`config.mk`:
```
export PLATFORM = sky130hd
export DESIGN_NAME = i2c_master_transfer_sequencer_top
export DESIGN_NICKNAME = d
export VERILOG_FILES = /design/src/rtl/i2cseq_pkg.sv /design/src/rtl/i2cseq_ram.sv /design/src/rtl/i2c_master_transfer_sequencer_top.sv
export SDC_FILE = /design/constraint.sdc
export NUM_CORES = 2
export LEC_CHECK = 0
export ABC_AREA = 1
export BUFFER_PORTS_ARGS = -buffer_cell sky130_fd_sc_hd__buf_4
export CAP_MARGIN = 15
export CORE_MARGIN = 2
export CORE_UTILIZATION = 42
export CTS_CLUSTER_SIZE = 30
export DETAILED_ROUTE_END_ITERATION = 12
export PLACE_DENSITY = 0.57
export SETUP_SLACK_MARGIN = 0.3
export SLEW_MARGIN = 20
export SYNTH_ARGS = -nofsm -noshare
export SYNTH_HDL_FRONTEND = slang
export SYNTH_HIERARCHICAL = 1
export SYNTH_SLANG_ARGS = --single-unit
```
`constraint.sdc`:
```
create_clock -name clock -period 4.59 [get_ports clock]
set_input_delay 0.459 -clock clock [delete_from_list [all_inputs] [get_ports clock]]
set_output_delay 0.459 -clock clock [all_outputs]
set_load 0.02 [all_outputs]
```
`src/rtl/i2cseq_pkg.sv`:
```
// ----------------------------------------------------------------------------
// i2cseq_pkg
// Shared types and codes for the i2c master transfer sequencer.
// ----------------------------------------------------------------------------
package i2cseq_pkg;

   // buffer depth default
   localparam int MAX_LEN_DEF = 256;

   // stream payload widths
   localparam int REQ_BITS  = 38;
   localparam int REQ_TDATA = 40;
   localparam int REQ_TUSER = 2;
   localparam int RSP_BITS  = 36;
   localparam int RSP_TDATA = 40;

   // input word kinds
   typedef enum logic [1:0] {
      OP_BEGIN  = 2'd0,
      OP_LOAD   = 2'd1,
      OP_STATUS = 2'd2
   } opcode_type;

   // bus operation kinds
   localparam logic [1:0] KIND_START = 2'd0;
   localparam logic [1:0] KIND_CONT  = 2'd1;
   localparam logic [1:0] KIND_END   = 2'd2;

   // acknowledge variants
   localparam logic [1:0] ACK_NONE = 2'd0;
   localparam logic [1:0] ACK_ON   = 2'd1;
   localparam logic [1:0] ACK_HIGH = 2'd2;

   // completion codes
   localparam logic [1:0] DONE_OK    = 2'd0;
   localparam logic [1:0] DONE_ERROR = 2'd1;
   localparam logic [1:0] DONE_NAK   = 2'd2;

   // register indexes
   localparam logic CSR_ACK_ENABLE = 1'b0;
   localparam logic CSR_ACK_HIGH   = 1'b1;

   // input word fields, last field in the lowest bits
   typedef struct packed {
      logic       status_ready;
      logic       status_nak;
      logic       status_lost;
      logic       status_cmd_error;
      logic [7:0] data_byte;
      logic [7:0] byte_index;
      logic       no_stop;
      logic       no_start;
      logic [7:0] read_length;
      logic [7:0] write_length;
   } req_type;

   // result word fields, last field in the lowest bits
   typedef struct packed {
      logic       spurious;
      logic [7:0] rd_byte;
      logic [7:0] rd_index;
      logic       rd_valid;
      logic [1:0] done_code;
      logic       done_res;
      logic [1:0] op_ack;
      logic       op_receive;
      logic [1:0] op_kind;
      logic       op_valid;
      logic [7:0] tx_byte;
      logic       tx_valid;
   } rsp_type;

endpackage

```
`src/rtl/i2cseq_ram.sv`:
```
// ----------------------------------------------------------------------------
// i2cseq_ram
// Generic single-clock RAM, one write port, one read port, registered read.
// ----------------------------------------------------------------------------
module i2cseq_ram #(
   parameter int WIDTH = 8,
   parameter int DEPTH = 256
) (
   input  logic                     clock,
   input  logic                     we,
   input  logic [$clog2(DEPTH)-1:0] waddr,
   input  logic [WIDTH-1:0]         wdata,
   input  logic                     re,
   input  logic [$clog2(DEPTH)-1:0] raddr,
   output logic [WIDTH-1:0]         rdata
);

   logic [WIDTH-1:0] mem_ff [DEPTH];
   logic [WIDTH-1:0] rdata_ff;

   // write port
   always_ff @(posedge clock) begin
      if (we) begin
         mem_ff[waddr] <= wdata;
      end
   end

   // registered read, holds while not enabled
   always_ff @(posedge clock) begin
      if (re) begin
         rdata_ff <= mem_ff[raddr];
      end
   end

   assign rdata = rdata_ff;

endmodule

```
`src/rtl/i2c_master_transfer_sequencer_top.sv`:
```
// ----------------------------------------------------------------------------
// i2c_master_transfer_sequencer_top
// Sequences one i2c master write-then-read transfer from begin, load and
// controller status words, one result word per input word.
// ----------------------------------------------------------------------------
//  channel   dir  handshake              payload
//  req_*     in   req_tvalid/req_tready  tuser opcode, tdata item fields
//  rsp_*     out  rsp_tvalid/rsp_tready  tdata result fields
//  csr_*     in   csr_valid/csr_ready    csr_index, csr_data
//
//  one word per cycle sustained while rsp_tready is high, each word passes the input then the output register
//  the write buffer read is issued when a word is accepted and registered
//  in the ram, so the buffer entry is ready when the word is processed
//  reset clears the counters and flags; the buffer needs no clearing pass
//  a stalled result holds in the output register, the input stage keeps
//  taking words while the output register is free or being emptied
// ----------------------------------------------------------------------------
module i2c_master_transfer_sequencer_top
   import i2cseq_pkg::*;
#(
   parameter int MAX_LEN = MAX_LEN_DEF
) (
   input  logic                 clock,
   input  logic                 reset,
   // write_length, read_length, no_start, no_stop, byte_index, data_byte,
   // status_cmd_error, status_lost, status_nak, status_ready, zero fill
   input  logic [REQ_TDATA-1:0] req_tdata,
   // opcode
   input  logic [REQ_TUSER-1:0] req_tuser,
   input  logic                 req_tvalid,
   output logic                 req_tready,
   // tx_valid, tx_byte, op_valid, op_kind, op_receive, op_ack, done_res,
   // done_code, rd_valid, rd_index, rd_byte, spurious, zero fill
   output logic [RSP_TDATA-1:0] rsp_tdata,
   output logic                 rsp_tvalid,
   input  logic                 rsp_tready,
   input  logic                 csr_valid,
   output logic                 csr_ready,
   input  logic                 csr_index,
   input  logic                 csr_data
);

   localparam int AW = $clog2(MAX_LEN);
   localparam int LW = $clog2(MAX_LEN + 1);

   // input stage
   logic           in_valid_ff, in_valid_in;
   req_type        req_ff;
   logic [1:0]     op_ff;
   req_type        req_word;

   // output stage
   logic           out_valid_ff, out_valid_in;
   rsp_type        rsp_ff, rsp_in;

   // transfer state
   logic [LW-1:0]  wl_ff, wl_in;
   logic [LW-1:0]  rl_ff, rl_in;
   logic [LW-1:0]  wc_ff, wc_in;
   logic signed [LW:0] rc_ff, rc_in;
   logic           sw_ff, sw_in;

   // configuration
   logic           ack_en_ff, ack_hi_ff;

   // handshake and buffer
   logic           accept, fire;
   logic           ram_we, ram_re;
   logic [AW-1:0]  ram_waddr, ram_raddr;
   logic [7:0]     ram_rdata;

   // begin helpers
   logic [LW-1:0]  beg_wl, beg_rl;
   logic           beg_sw;
   logic [1:0]     ack_code;
   logic signed [LW+1:0] rd_rem;
   logic           rd_open;

   assign req_word = req_type'(req_tdata[REQ_BITS-1:0]);

   // handshake, nothing is taken while in reset
   assign fire       = in_valid_ff && (!out_valid_ff || rsp_tready);
   assign req_tready = !reset && (!in_valid_ff || fire);
   assign accept     = req_tvalid && req_tready;
   assign csr_ready  = !reset;

   assign in_valid_in  = accept ? 1'b1 : (fire ? 1'b0 : in_valid_ff);
   assign out_valid_in = fire ? 1'b1 : (rsp_tready ? 1'b0 : out_valid_ff);

   // buffer write on load, prefetch read for every other word
   assign ram_we    = accept && (req_tuser == OP_LOAD)
                      && (32'(req_word.byte_index) < MAX_LEN);
   assign ram_waddr = AW'(req_word.byte_index);
   assign ram_re    = accept && (req_tuser != OP_LOAD);
   assign ram_raddr = (req_tuser == OP_BEGIN) ? '0
                      : ((32'(wc_in) < MAX_LEN) ? AW'(wc_in) : '0);

   i2cseq_ram #(
      .WIDTH (8),
      .DEPTH (MAX_LEN)
   ) u_wbuf (
      .clock (clock),
      .we    (ram_we),
      .waddr (ram_waddr),
      .wdata (req_word.data_byte),
      .re    (ram_re),
      .raddr (ram_raddr),
      .rdata (ram_rdata)
   );

   // begin word decode, lengths saturate at the buffer depth
   assign beg_wl = (32'(req_ff.write_length) > MAX_LEN) ? LW'(MAX_LEN)
                   : LW'(req_ff.write_length);
   assign beg_rl = (32'(req_ff.read_length) > MAX_LEN) ? LW'(MAX_LEN)
                   : LW'(req_ff.read_length);
   assign beg_sw = !req_ff.no_stop;

   assign ack_code = ack_en_ff ? (ack_hi_ff ? ACK_HIGH : ACK_ON) : ACK_NONE;

   // read phase position
   assign rd_open = (rl_ff != '0) && ($signed({1'b0, rl_ff}) > rc_ff);
   assign rd_rem  = $signed({2'b00, rl_ff}) - $signed({rc_ff[LW], rc_ff});

   // sequencing of one word
   always_comb begin
      rsp_in = '0;
      wl_in  = wl_ff;
      rl_in  = rl_ff;
      wc_in  = wc_ff;
      rc_in  = rc_ff;
      sw_in  = sw_ff;
      if (fire) begin
         case (op_ff)
            OP_BEGIN: begin
               wl_in = beg_wl;
               rl_in = beg_rl;
               sw_in = beg_sw;
               wc_in = '0;
               rc_in = '1;
               rsp_in.op_valid = 1'b1;
               rsp_in.op_ack   = ack_code;
               if (!req_ff.no_start) begin
                  rsp_in.op_kind    = KIND_START;
                  rsp_in.op_receive = (beg_wl == '0);
               end else if (beg_wl != '0) begin
                  rsp_in.tx_valid = 1'b1;
                  rsp_in.tx_byte  = ram_rdata;
                  rsp_in.op_kind  = (beg_sw && beg_wl == LW'(1) && beg_rl == '0)
                                    ? KIND_END : KIND_CONT;
                  wc_in = LW'(1);
               end else begin
                  rsp_in.op_kind    = (beg_sw && beg_rl == LW'(1)) ? KIND_END : KIND_CONT;
                  rsp_in.op_receive = 1'b1;
                  rc_in = '0;
               end
            end
            OP_STATUS: begin
               if (!(req_ff.status_cmd_error || req_ff.status_lost
                     || req_ff.status_ready)) begin
                  rsp_in.spurious = 1'b1;
               end else if (req_ff.status_cmd_error || req_ff.status_lost) begin
                  rsp_in.done_res  = 1'b1;
                  rsp_in.done_code = DONE_ERROR;
               end else if (req_ff.status_nak) begin
                  rsp_in.done_res  = 1'b1;
                  rsp_in.done_code = DONE_NAK;
               end else if (wl_ff != '0 && wc_ff < wl_ff) begin
                  // next write byte
                  rsp_in.tx_valid = 1'b1;
                  rsp_in.tx_byte  = ram_rdata;
                  rsp_in.op_valid = 1'b1;
                  rsp_in.op_ack   = ack_code;
                  rsp_in.op_kind  = KIND_CONT;
                  if (wc_ff + LW'(1) == wl_ff) begin
                     if (sw_ff && rl_ff == '0) begin
                        rsp_in.op_kind = KIND_END;
                     end else begin
                        rc_in = '1;
                     end
                  end
                  wc_in = wc_ff + LW'(1);
               end else if (rd_open) begin
                  // store any received byte, request the next one if more remain
                  if (!rc_ff[LW]) begin
                     rsp_in.rd_valid = 1'b1;
                     rsp_in.rd_index = 8'(rc_ff);
                     rsp_in.rd_byte  = req_ff.data_byte;
                  end
                  rc_in = rc_ff + (LW+1)'(1);
                  if (rd_rem <= (LW+2)'(1)) begin
                     rsp_in.done_res  = 1'b1;
                     rsp_in.done_code = DONE_OK;
                  end else begin
                     rsp_in.op_valid   = 1'b1;
                     rsp_in.op_ack     = ack_code;
                     rsp_in.op_receive = 1'b1;
                     rsp_in.op_kind    = (sw_ff && rd_rem == (LW+2)'(2))
                                         ? KIND_END : KIND_CONT;
                  end
               end else begin
                  rsp_in.done_res  = 1'b1;
                  rsp_in.done_code = DONE_OK;
               end
            end
            default: begin
               // load words and the unused opcode give an all-zero result
            end
         endcase
      end
   end

   // control registers
   always_ff @(posedge clock) begin
      if (reset) begin
         in_valid_ff  <= 1'b0;
         out_valid_ff <= 1'b0;
         wl_ff        <= '0;
         rl_ff        <= '0;
         wc_ff        <= '0;
         rc_ff        <= '1;
         sw_ff        <= 1'b0;
         ack_en_ff    <= 1'b0;
         ack_hi_ff    <= 1'b0;
      end else begin
         in_valid_ff  <= in_valid_in;
         out_valid_ff <= out_valid_in;
         wl_ff        <= wl_in;
         rl_ff        <= rl_in;
         wc_ff        <= wc_in;
         rc_ff        <= rc_in;
         sw_ff        <= sw_in;
         if (csr_valid && csr_ready) begin
            case (csr_index)
               CSR_ACK_ENABLE: ack_en_ff <= csr_data;
               CSR_ACK_HIGH:   ack_hi_ff <= csr_data;
               default:        ack_en_ff <= ack_en_ff;
            endcase
         end
      end
   end

   // payload registers
   always_ff @(posedge clock) begin
      if (accept) begin
         req_ff <= req_word;
         op_ff  <= req_tuser;
      end
      if (fire) begin
         rsp_ff <= rsp_in;
      end
   end

   assign rsp_tvalid = out_valid_ff;
   assign rsp_tdata  = {(RSP_TDATA - RSP_BITS)'(0), rsp_ff};

`ifndef SYNTH
   // write position never passes the write length
   a_wc_bound: assert property (@(posedge clock) disable iff (reset)
      wc_ff <= wl_ff)
      else $error("write count beyond write length");

   // read position stays within minus one and the read length
   a_rc_bound: assert property (@(posedge clock) disable iff (reset)
      rc_ff[LW] ? (&rc_ff) : (rc_ff[LW-1:0] <= rl_ff))
      else $error("read count out of range");

   // a processed word always lands in the output register
   a_fire_out: assert property (@(posedge clock) disable iff (reset)
      fire |=> out_valid_ff)
      else $error("processed word lost");

   // a placed byte always comes with an issued operation
   a_tx_op: assert property (@(posedge clock) disable iff (reset)
      out_valid_ff && rsp_ff.tx_valid |-> rsp_ff.op_valid)
      else $error("byte placed without bus operation");

   // completion or a spurious event issues no operation and no byte
   a_done_quiet: assert property (@(posedge clock) disable iff (reset)
      out_valid_ff && (rsp_ff.done_res || rsp_ff.spurious)
      |-> !rsp_ff.op_valid && !rsp_ff.tx_valid)
      else $error("operation issued with completion or spurious event");
`endif

endmodule
```
==> reports/metrics.yaml <==
status:
  status: "complete, no violations"
detailed_routing:
  drtIter0Drc: 6817
  ant_nets: 0
  drc: 0
  first_pass_iters: 8
  wl_um: 254000
  vias_per_cell: 5.49
  wire_per_inst_um: 23.4
  vias: 59500
yosys:
  yosys.area_share.simple_pct: 23.3
  yosys_warnings: 6
  synth.area.mux_share_pct: 0
  synth_top_family_by_area: "simple AND/OR/NAND/NOR gates"
  ys_seq_area_share_pct: 72.5
  synth_edf_count: 2124
  synth_cell_types: 42
  ys_seq_elements: 2164
  async_flop_share_pct: 0
  synth-compound-area-share_pct: 0.470
  yosysTopAreaCellShare_pct: 71.6
  yosys.area.top_type: "edfxtp_1"
  synthXorXnorAreaFrac_pct: 0.0491
  synth_cells: 7679
  synthFlopType: "edfxtp_1"
  synth_area_leaders: "edfxtp_1 (72%), nand3_1 (12%), nand2_1 (9.5%)"
  synth_area_sq_um: 89100
  syn_area_per_cell_sq_um: 11.6
  synth_fa_ha_area_share_pct: 0.275
pwr:
  power.switching_mw: 9.15
  p_int_mw: 32.3
  p_per_area_nw_per_um2: 400
  fin_total_pwr_mw: 41.4
  leakage_nw: 36.3
  pwr-share-clk_pct: 42.1
  ir_drop_mv: 0.417
  power_frac_comb_pct: 5.4
  switching_share_pct: 22.1
  pwr-share-seq_pct: 52.6
timing:
  max_freq_mhz: 239
  finalSetupViolations: 0
  finClkSkew_ns: 0.0242
  slew_violations: 0
  finalHoldViolCount: 0
  worst_pin_slew_ns: 1.16
  maxSlewHeadroom_pct: 22.2
  layout_min_cycle_time_ns: 4.18
  min_period_over_period_pct: 91.0
  worst_slack_ns: 0.411
  rsz0062_at_grt: "yes"
clock_network:
  clk_pin_slew_ns: 0.06
  cts_buffers: 221
  clock_latency_ns: 0.86
  cts_sinks: 2164
  root_buffer: "clkbuf_16"
  cts-htree-levels: 4
  tritoncts: "done"
  clockBufferDepth: 3
critical_path:
  cp_top_family: "simple AND/OR/NAND/NOR gates"
  endpoint_kind: "register"
  cpMaxStageDelayCell: "dfxtp_2"
  crit_path_start_kind: "register"
  crit_path_frequent_cell: "nand2_2"
  critPathMaxFanout: 7
  cp.arrival_ns: 4.77
  worstSetupPathType: "reg2reg"
  cp.buffers_inverters: 8
  required_ns: 5.18
  r2r_slack_ns: 0.41
  cp_slowest_stage_delay_ns: 0.32
floorplanning:
  initial_core_util_pct: 42.1
  fp.coreArea_sq_um: 211000
  rows: 169
  die_area_sq_um: 216000
  ios: 92
  die_height_um: 465
  dieWidth_um: 465
grt:
  antenna_found_initial: 16
  grt_pass1_wl_um: 368000
  grt_pass1_vias: 56700
  grt_usage_pct: 22.7
  grt_max_degree: 135
  grt-ovfl-total: 0
final_layout:
  drive_gt1_share_pct: 11.5
  area_growth_pct: 16.2
  layout.nets: 7898
run:
  maxCapViolCount: 0
placed_design:
  routabilityCongestion: 0.871
  numPortBuffers: 85
  dp_hpwl_um: 145000
  dp_slack_ns: 0.0383
min_path:
  hold_class: "in2reg"
cells in the final DEF (no fill, tap or decap), drive strengths merged, types with 34 or more instances in the layout:
cell / count
o21ai: 41
dlygate4sd3: 34
clkbuf: 296
nor2: 389
a21oi: 34
nand2: 2269
clkinv: 96
nand3: 2078
buf: 368
edfxtp: 2124
dfxtp: 40
inv: 143
Yosys cell counts, types with 5 or more instances:
library cell  number
nand2_1         2263
edfxtp_1        2124
nand3_1         2066
nor2_1           381
buf_2            272
inv_1            127
clkbuf_1         119
buf_4             53
buf_1             40
dfxtp_1           40
o21ai_0           34
a21oi_1           31
ha_1              18
buf_6             16
nand4_1           16
nand3_2           12
nor3_1            10
inv_2              7
nor2_2             7
o21ai_1            6
nand2_2            5
nand3b_1           5
routing by layer:
metal / GRT usage (%) / up-vias / wire (um) / share of wire (%)
met1: 31.8 / 29200 / 106000 / 42
met5: 0 / - / 11 / 0.0043
met4: 7.18 / 2 / 7210 / 2.8
met2: 36.4 / 2473 / 120000 / 47
li1: - / 27400 / - / -
met3: 3.49 / 401 / 21000 / 8.3
through the flow:
step,cells,utilization [%],TNS (ns),instance area (sq um),hold WS (ns)
after global routing,10800,48.9,0,104000,0.0508
after CTS,10800,48.2,0,102000,0.0276
after global placement,10300,44.4,-0.0159,93800,0.467
after detailed placement,10300,44.4,0,93800,0.467
after floorplan,7682,-,0,89100,0.425
final,10800,49.0,0,104000,0.0552
cell families after synthesis:
family          after synthesis
simple gates               4774
buf+inv                     637
xor+xnor                      5
fa+ha+maj                    19
flops                      2164
compound gates               79
other cells                   1
flip-flops by register name (all words and copies together), names as in the netlist:
signal         cells
u_wbuf/mem_ff   2048
rsp_tdata         36
req_ff            14
rc_ff             10
wc_ff              9
beg_rl             8
beg_wl             8
rl_ff              8
u_wbuf/rdata       8
wl_ff              8
op_ff              2
ack_en_ff          1
ack_hi_ff          1
in_valid_ff        1
rsp_tvalid         1
sw_ff              1
timing repair:
action,4_1_cts,5_1_grt
gates cloned,13,16
setup endpoints to repair,8,8
endpoints found under the hold margin,74,0
setup buffers,2,18
gates resized for setup,69,208
hold buffers,34,0
pin swaps,9,39
power groups by stage:
stage / combinational [mW] / sequential (mW) / clock (mW)
finish: 2.23 / 21.8 / 17.4
CTS: 2.08 / 21.8 / 17.7
global placement: 1.92 / 22.2 / 0
detailed placement: 1.94 / 22.2 / 0
global route: 2.43 / 21.8 / 18.5
floorplan: 1.03 / 22.2 / 0
area by class of cell:
type                            instances  area [sq um]
Clock inverter                        124          1180
Sequential cell                      2164         64600
Inverter                              135           551
Multi-Input combinational cell       4881         22500
Timing Repair Buffer                  424          5290
Tap cell                             2821          3530
Fill cell                           18500        108000
Timing Repair inverter                  3          45.0
Antenna cell                           10          25.0
Clock buffer                          280          5790
worst paths after layout:
check | start | to | cells past startpoint
hold reg to reg | req_ff[17] | sw_ff | 1
hold / removal | req_tdata[27] | u_wbuf/mem_ff[99][1] | 1
setup / recovery | wl_ff[4] | u_wbuf/rdata[4] | 29
setup reg to reg | wl_ff[4] | u_wbuf/rdata[4] | 29
Note: power is estimated with default switching activity, not from simulation.
